<file path="config.mk">
export PLATFORM = sky130hd
export DESIGN_NAME = rce_front
export DESIGN_NICKNAME = d
export VERILOG_FILES = /design/src/rtl/rce_pkg.sv /design/src/rtl/rce_front.sv
export SDC_FILE = /design/constraint.sdc
export NUM_CORES = 1
export LEC_CHECK = 0
export ABC_AREA = 1
export BUFFER_PORTS_ARGS = -buffer_cell sky130_fd_sc_hd__buf_2
export CORE_ASPECT_RATIO = 0.75
export CORE_MARGIN = 1.5
export CORE_UTILIZATION = 35
export DETAILED_ROUTE_END_ITERATION = 12
export MAX_ROUTING_LAYER = met4
export PLACE_DENSITY = 0.52
export SYNTH_ARGS = -nofsm -noshare
export SYNTH_HDL_FRONTEND = slang
export SYNTH_SLANG_ARGS = --single-unit
</file>
<file path="constraint.sdc">
create_clock -name clk -period 6.2 [get_ports clk]
set_input_delay 0.93 -clock clk [delete_from_list [all_inputs] [get_ports clk]]
set_output_delay 0.93 -clock clk [all_outputs]
set_load 0.02 [all_outputs]
</file>
<file path="src/rtl/rce_pkg.sv">
package rce_pkg;

    localparam int FRAC_BITS_DEF     = 16;
    localparam int CORDIC_STAGES_DEF = 18;

    localparam int T_W     = 21;
    localparam int ORDER_W = 2;
    localparam int RADIUS_W = 24;
    localparam int OUT_W   = 32;
    localparam int CFG_ADDR_W = 1;

    localparam logic [CFG_ADDR_W-1:0] REG_RADIUS   = 1'd0;
    localparam logic [CFG_ADDR_W-1:0] REG_EXPLICIT = 1'd1;

    localparam logic [RADIUS_W-1:0] RADIUS_RESET = 24'd65536;

    // pi/2 in 32 fraction bits
    localparam logic [33:0] HALFPI_Q32 = 34'd6746518852;
    // 2^56 / (pi/2 * 2^32), used to estimate the quadrant count
    localparam logic [23:0] RECIP_M = 24'(64'h0100_0000_0000_0000 / 64'd6746518852);
    localparam logic signed [31:0] CORDIC_GAIN = 32'sh26DD3B6A;

    typedef struct packed {
        logic signed [31:0] x;
        logic signed [31:0] y;
        logic signed [31:0] z;
        logic [1:0]         q;
    } rce_lane_t;

    typedef struct packed {
        rce_lane_t          a;
        rce_lane_t          b;
        logic [ORDER_W-1:0] order;
    } rce_word_t;

    typedef struct packed {
        logic signed [32:0] co;
        logic signed [32:0] si;
    } rce_cs_t;

    function automatic logic signed [31:0] rce_atan(input int idx);
        logic signed [31:0] v;
        case (idx)
            0:  v = 32'sh3243F6A8;
            1:  v = 32'sh1DAC6705;
            2:  v = 32'sh0FADBAFC;
            3:  v = 32'sh07F56EA6;
            4:  v = 32'sh03FEAB76;
            5:  v = 32'sh01FFD55B;
            6:  v = 32'sh00FFFAAA;
            7:  v = 32'sh007FFF55;
            8:  v = 32'sh003FFFEA;
            9:  v = 32'sh001FFFFD;
            10: v = 32'sh000FFFFF;
            11: v = 32'sh0007FFFF;
            12: v = 32'sh0003FFFF;
            13: v = 32'sh0001FFFF;
            14: v = 32'sh0000FFFF;
            15: v = 32'sh00007FFF;
            16: v = 32'sh00003FFF;
            17: v = 32'sh00001FFF;
            18: v = 32'sh00000FFF;
            19: v = 32'sh000007FF;
            20: v = 32'sh000003FF;
            21: v = 32'sh000001FF;
            22: v = 32'sh000000FF;
            23: v = 32'sh0000007F;
            24: v = 32'sh0000003F;
            25: v = 32'sh0000001F;
            26: v = 32'sh0000000F;
            27: v = 32'sh00000008;
            28: v = 32'sh00000004;
            29: v = 32'sh00000002;
            30: v = 32'sh00000001;
            default: v = 32'sh00000000;
        endcase
        return v;
    endfunction

    // quadrant unfold of a cordic result into (cos, sin)
    function automatic rce_cs_t rce_quad(input rce_lane_t l);
        rce_cs_t r;
        logic signed [32:0] xe;
        logic signed [32:0] ye;
        xe = 33'(l.x);
        ye = 33'(l.y);
        case (l.q)
            2'd0:
            begin
                r.co = xe;
                r.si = ye;
            end
            2'd1:
            begin
                r.co = -ye;
                r.si = xe;
            end
            2'd2:
            begin
                r.co = -xe;
                r.si = -ye;
            end
            default:
            begin
                r.co = ye;
                r.si = -xe;
            end
        endcase
        return r;
    endfunction

endpackage

</file>
<file path="src/rtl/rce_front.sv">
module rce_front #(
    parameter int FRAC_BITS = rce_pkg::FRAC_BITS_DEF
) (
    input  logic                         clk,
    input  logic                         rst_n,
    input  logic                         in_valid,
    output logic                         in_ready,
    input  logic [rce_pkg::T_W-1:0]      param_t,
    input  logic [rce_pkg::ORDER_W-1:0]  deriv_order,
    output logic                         out_valid,
    input  logic                         out_ready,
    output rce_pkg::rce_word_t           out_word
);
    import rce_pkg::*;

    localparam int ANG_W = (54 - FRAC_BITS > 40) ? 54 - FRAC_BITS : 40;
    localparam int AHI_W = ANG_W - 20;
    localparam int PW    = AHI_W + 24;
    localparam int QW    = PW - 36;

    logic v1_reg, v2_reg, v3_reg;
    logic rdy1, rdy2, rdy3;

    logic [ANG_W-1:0]   ang_a_reg, ang_b_reg, ang_a_next, ang_b_next, t7;
    logic [PW-1:0]      prod_a_reg, prod_b_reg, prod_a_next, prod_b_next;
    logic [ORDER_W-1:0] ord1_reg, ord2_reg;
    logic [QW-1:0]      qe_a, qe_b;
    logic [ANG_W-1:0]   rem_a_full, rem_b_full;
    logic [34:0]        rem_a_reg, rem_b_reg;
    logic [1:0]         q_a_reg, q_b_reg;
    logic               ge_a, ge_b;
    logic [34:0]        remc_a, remc_b;
    rce_word_t          word_next, word_reg;

    assign rdy3     = !v3_reg || out_ready;
    assign rdy2     = !v2_reg || rdy3;
    assign rdy1     = !v1_reg || rdy2;
    assign in_ready = rdy1;

    // angles t and 7t/4 in radians with 32 fraction bits
    always_comb
    begin
        ang_a_next  = ANG_W'(param_t) << (32 - FRAC_BITS);
        t7          = (ANG_W'(param_t) << 3) - ANG_W'(param_t);
        ang_b_next  = t7 << (30 - FRAC_BITS);
        prod_a_next = PW'(ang_a_next[ANG_W-1:20]) * PW'(RECIP_M);
        prod_b_next = PW'(ang_b_next[ANG_W-1:20]) * PW'(RECIP_M);
    end

    // quadrant estimate can be one short, fixed in the next stage
    always_comb
    begin
        qe_a       = prod_a_reg[PW-1:36];
        qe_b       = prod_b_reg[PW-1:36];
        rem_a_full = ang_a_reg - ANG_W'(ANG_W'(qe_a) * ANG_W'(HALFPI_Q32));
        rem_b_full = ang_b_reg - ANG_W'(ANG_W'(qe_b) * ANG_W'(HALFPI_Q32));
    end

    always_comb
    begin
        ge_a   = rem_a_reg >= 35'(HALFPI_Q32);
        ge_b   = rem_b_reg >= 35'(HALFPI_Q32);
        remc_a = ge_a ? rem_a_reg - 35'(HALFPI_Q32) : rem_a_reg;
        remc_b = ge_b ? rem_b_reg - 35'(HALFPI_Q32) : rem_b_reg;
        word_next.a.x   = CORDIC_GAIN;
        word_next.a.y   = '0;
        word_next.a.z   = {1'b0, remc_a[32:2]};
        word_next.a.q   = q_a_reg + 2'(ge_a);
        word_next.b.x   = CORDIC_GAIN;
        word_next.b.y   = '0;
        word_next.b.z   = {1'b0, remc_b[32:2]};
        word_next.b.q   = q_b_reg + 2'(ge_b);
        word_next.order = ord2_reg;
    end

    always_ff @(posedge clk or negedge rst_n)
    begin
        if (!rst_n)
        begin
            v1_reg <= 1'b0;
            v2_reg <= 1'b0;
            v3_reg <= 1'b0;
        end
        else
        begin
            if (rdy1)
                v1_reg <= in_valid;
            if (rdy2)
                v2_reg <= v1_reg;
            if (rdy3)
                v3_reg <= v2_reg;
        end
    end

    always_ff @(posedge clk)
    begin
        if (rdy1 && in_valid)
        begin
            ang_a_reg  <= ang_a_next;
            ang_b_reg  <= ang_b_next;
            prod_a_reg <= prod_a_next;
            prod_b_reg <= prod_b_next;
            ord1_reg   <= deriv_order;
        end
        if (rdy2 && v1_reg)
        begin
            rem_a_reg <= rem_a_full[34:0];
            rem_b_reg <= rem_b_full[34:0];
            q_a_reg   <= qe_a[1:0];
            q_b_reg   <= qe_b[1:0];
            ord2_reg  <= ord1_reg;
        end
        if (rdy3 && v2_reg)
            word_reg <= word_next;
    end

    assign out_valid = v3_reg;
    assign out_word  = word_reg;

endmodule

</file>
## Word-level counts from Yosys, hierarchy flattened

Index checks and enable logic that the tools add are counted.

- Multiply operators: 4
- Muxes and demuxes: 2
- Reductions and logical operators: 9
- Magnitude comparators: 2
- Add/subtract/negate cells: 7

Operators with widths:

| operator | number |
|---|---|
| $ge A35 B33 Y1 const B | 2 |
| $sub A35 B35 Y35 | 2 |
| $mul A8 B31 Y33 const B | 2 |
| $mux W33 | 2 |
| $sub A33 B33 Y33 const B | 2 |
| $mul A20 B24 Y44 const B | 1 |
| $mul A17 B24 Y41 const B | 1 |
| $sub A24 B21 Y25 | 1 |
| $add A2 B1 Y2 | 2 |
| $logic_and A1 B1 Y1 | 3 |
| $logic_not A1 Y1 | 3 |
| $logic_or A1 B1 Y1 | 3 |

- Input bits: 27
- Register bits after elaboration: 277
- Output and inout bits: 200
- Logic and storage cells: 42

## Logic depth before layout (Yosys ltp)

- Depth after elaboration: 5
- Mapped depth: 38
- Gate-level depth less buffers: 38

## Worst setup path before layout

No wires, ideal clock.

- Kind: input -> register
- From: in param_t[6] in the netlist's numbering
- To: reg prod_b_reg[43] (data pin)
- Library setup time: 0.252 ns
- Stages on the path: 29
- Path buffers: 0
- Setup slack: -1.268 ns
- Arrival: 7.216 ns
- Required time: 5.948 ns
- Cells stage by stage: inv_1 ha_1 nand2_1 inv_1 a21oi_1 nand2_1 a21oi_1 o21ai_0 xor2_1 fa_1 inv_1 fa_1 fa_1 inv_1 ha_1 fa_1 fa_1 inv_1 fa_1 inv_1 ha_1 nand2_1 nor2_1 nand3_1 nor3_1 and2_1 nand2_1 nand3_1 nand2_1

- Word-level cells in the longest chain between the ends: 2

RTL lines:

| item | line | text |
|---|---|---|
| start, declared | rce_front.sv:8 | `input logic [rce_pkg::T_W-1:0] param_t,` |
| $sub A24 B21 Y25 | rce_front.sv:44 | `t7 = (ANG_W'(param_t) << 3) - ANG_W'(param_t);` |
| net t7[15] | rce_front.sv:24 | `logic [ANG_W-1:0] ang_a_reg, ang_b_reg, ang_a_next, ang_b_next, t7;` |
| $mul A20 B24 Y44 | rce_front.sv:47 | `prod_b_next = PW'(ang_b_next[ANG_W-1:20]) * PW'(RECIP_M);` |
| net prod_b_next[43] | rce_front.sv:25 | `logic [PW-1:0] prod_a_reg, prod_b_reg, prod_a_next, prod_b_next;` |
| end signal, assigned | rce_front.sv:102 | `prod_b_reg <= prod_b_next;` |
| end, declared | rce_front.sv:25 |  |

The timed path passes the listed nets, and every way through them passes these cells.
A chain may end at the register's enable or synchronous reset.

## Worst setup path in the final report

- From: in param_t[5] in the netlist's numbering
- To: reg prod_b_reg[41] (data pin)

Same word-level chain as after synthesis.

==> impl_results.md <==
* Initial antenna violation count at 1
* Startpoint Class: input pin
* Async set-reset flop share out of synthesis at 1.55%
* Critical Path RT at 6.47 ns
* Failing checks: negative setup slack
* Setup WS pre-CTS at -1.46 ns
* Routed WL at 98500 um
* Vias in the first global route at 28316
* Layout net count at about 5700
* Area Growth Syn to Fin at 20.8%
* Post-Syn Instances at between 4000 and 5000
* Total CTS buffers at 17
* Layout cell share with drive strength beyond 1 at 19.1%
* 1st-iter DRT viols at 1734
* Hold_buf cts at 0
* Post-DP HPWL at 86700 um
* Routed Antenna Nets at 0
* Final worst-path cycle share at 110%
* Warnings, synthesis at 0
* Flops & latches, synth at 193
* Minimum clock period at 6.83 ns
* DRC viols at 0
* Final setup fails at 8
* Placer Congestion at 0.926
* Worst Setup End Kind: flip-flop
* Fin. Hold Viols at 0
* H-Tree Depth at 4
* Post-synth EDFFs at 190
* Syn Area/Cell at 7.99 um^2
* GRT Total Usage at between 20% and 30%
* Via count at between 20000 and 30000
* Worst Hold Class: input pin to asynchronous set/reset pin
* Worst Clk Skew at between 0.02 and 0.025 ns
* Die Area at between 90000 and 100000 um^2
* Slowest stage cell, crit path: fa_1
* Die Y at 274 um
* RSZ-0062 raised after global routing: yes
* First drt pass iteration count at 6
* Commonest non-fill, non-tap cell in the layout: nand2_1
* Clock sink count at 193
* Wire length per cell at 16.0 um
* Worst path max stage delay at slightly below 0.6 ns
* Max reg flops at 66
* TritonCTS clock tree: yes
* Root Buffer: clkbuf_16
* Fin. max-slew vios at 0
* Slew @ Worst Pin at 0.864 ns
* Setup slack after layout at -0.628 ns
* Crit path kind: input pin to flip-flop
* IO buf count at 96
* Largest net degree at the start of global routing at 71
* Most frequent cells in the layout: nand2_1, inv_1, ha_1
* Worst path arrival time at about 7.1 ns
* Synthesized area at 34300 um^2
* Yosys cell types at 58
* Crit-path most repeated cell: fa_1
* Max cap viols at 0
* Worst skew pair latency at 0.49 ns
* Site row count at approximately 100
* Status: complete, but fails checks
* Io pins at 227
* Max FO, Critical Path at 4
* Clock slew at reported path FFs at 0.10 ns
* Remaining Overflow, GRT at 0
* Die X at 364 um
* Ant diodes at 0
* Synth Flop Type: edfxtp_1
* FMAX at 146 MHz
* Vias/cell at 4.70
* Core Footprint at 97100 um^2
* Starting Density at 35.3%
* Seq/Total Area, Yosys at 16.9%
* First-pass GRT wire length at 156000 um
* Relative slew slack at between 40% and 50%
* Fillers at 9979
* Clk buf depth at 2
## worst paths after layout
kind / startpoint / to / slack (ns) / cells past startpoint
setup / recovery: param_t[5] / prod_b_reg[41] / -0.63 / 34
hold / removal: rst_n / out_valid / 0.23 / 1
setup reg to reg: prod_b_reg[41] / rem_b_reg[30] / 0.25 / 21
hold reg to reg: ord2_reg[1] / out_word[1] / 0.42 / 0
max in group asynchronous: rst_n / v2_reg / 5.87 / 1
min in group clk: ord2_reg[1] / out_word[1] / 0.42 / 0
## synth_stat cells, types with 22 or more instances
cell / number / share of area [%]
o21ai_0: 121 / 1.8
xor2_1: 95 / 2.4
nand2_2: 33 / 0.60
buf_4: 133 / 2.9
o21bai_1: 27 / 0.59
edfxtp_1: 190 / 17
nor2_1: 305 / 3.3
nand2_1: 856 / 9.4
nand3_1: 211 / 3.1
inv_1: 830 / 9.1
a21oi_1: 223 / 3.3
a21o_1: 24 / 0.53
o21ai_2: 22 / 0.56
o21ai_1: 26 / 0.38
ha_1: 574 / 21
nand4_1: 45 / 0.82
xnor2_1: 35 / 0.89
nor3_1: 62 / 0.90
fa_1: 309 / 18
## metrics by stage
stage / instances / TNS (ns) / area [um^2] / hold WS [ns] / utilization [%]
after floorplan: 4421 / -5.55 / 35400 / 0.400 / -
after global placement: 6052 / -12.10 / 39200 / 0.401 / 40.4
after detailed placement: 6052 / -11.88 / 39200 / 0.405 / 40.4
after CTS: 6152 / -4.32 / 41200 / 0.196 / 42.5
after global routing: 6162 / -6.98 / 41400 / 0.207 / 42.7
final: 6162 / -4.83 / 41400 / 0.227 / 42.7
## cell type report
cell class | count | area, um^2 | share of cell area, %
Clock inverter | 15 | 184 | 0.444
Multi-Input combinational cell | 3232 | 26200 | 63.2
Sequential cell | 193 | 5780 | 14.0
Inverter | 850 | 3210 | 7.76
Timing Repair Buffer | 542 | 4000 | 9.65
Tap cell | 1313 | 1640 | 3.97
Clock buffer | 17 | 425 | 1.03
## critical path: cells and delay by family
kind | cells | cell delay [ns]
adders and majority gates | 9 | 3.81
buffers and inverters | 11 | 0.88
xor gates and xnor gates | 1 | 0.17
and+or+nand+nor | 9 | 0.77
AOI/OAI and AO/OA | 4 | 0.51
## layer usage
metal / up-vias / wire (um) / track usage (%)
li1: 14690 / - / -
met5: - / 0 / -
met4: 0 / 790 / 2.66
met1: 13654 / 51900 / 30.6
met3: 42 / 5590 / 3.47
met2: 591 / 40200 / 29.7
## timing repair
item                       4_1_cts  5_1_grt
setup buffers                   68       10
resized for setup              202       25
setup endpoints to repair        8       21
cloned                           0        0
pin swaps                       91        8
## cells by family (layout without fill, tap and decap cells)
family | after synthesis | after routing | synth area share [%]
adder cells (fa/ha/maj) | 883 | 883 | 39.0
XOR/XNOR | 130 | 130 | 3.32
flip-flops | 193 | 193 | 16.9
AO/OA/AOI/OAI | 504 | 504 | 8.45
other | 2 | 130 | 0.0219
buffers and inverters | 996 | 1424 | 12.6
AND/OR/NAND/NOR | 1585 | 1585 | 19.8
Power is not shown: default switching activity piles up to over one toggle a cycle in this logic, so the estimate is an artifact.
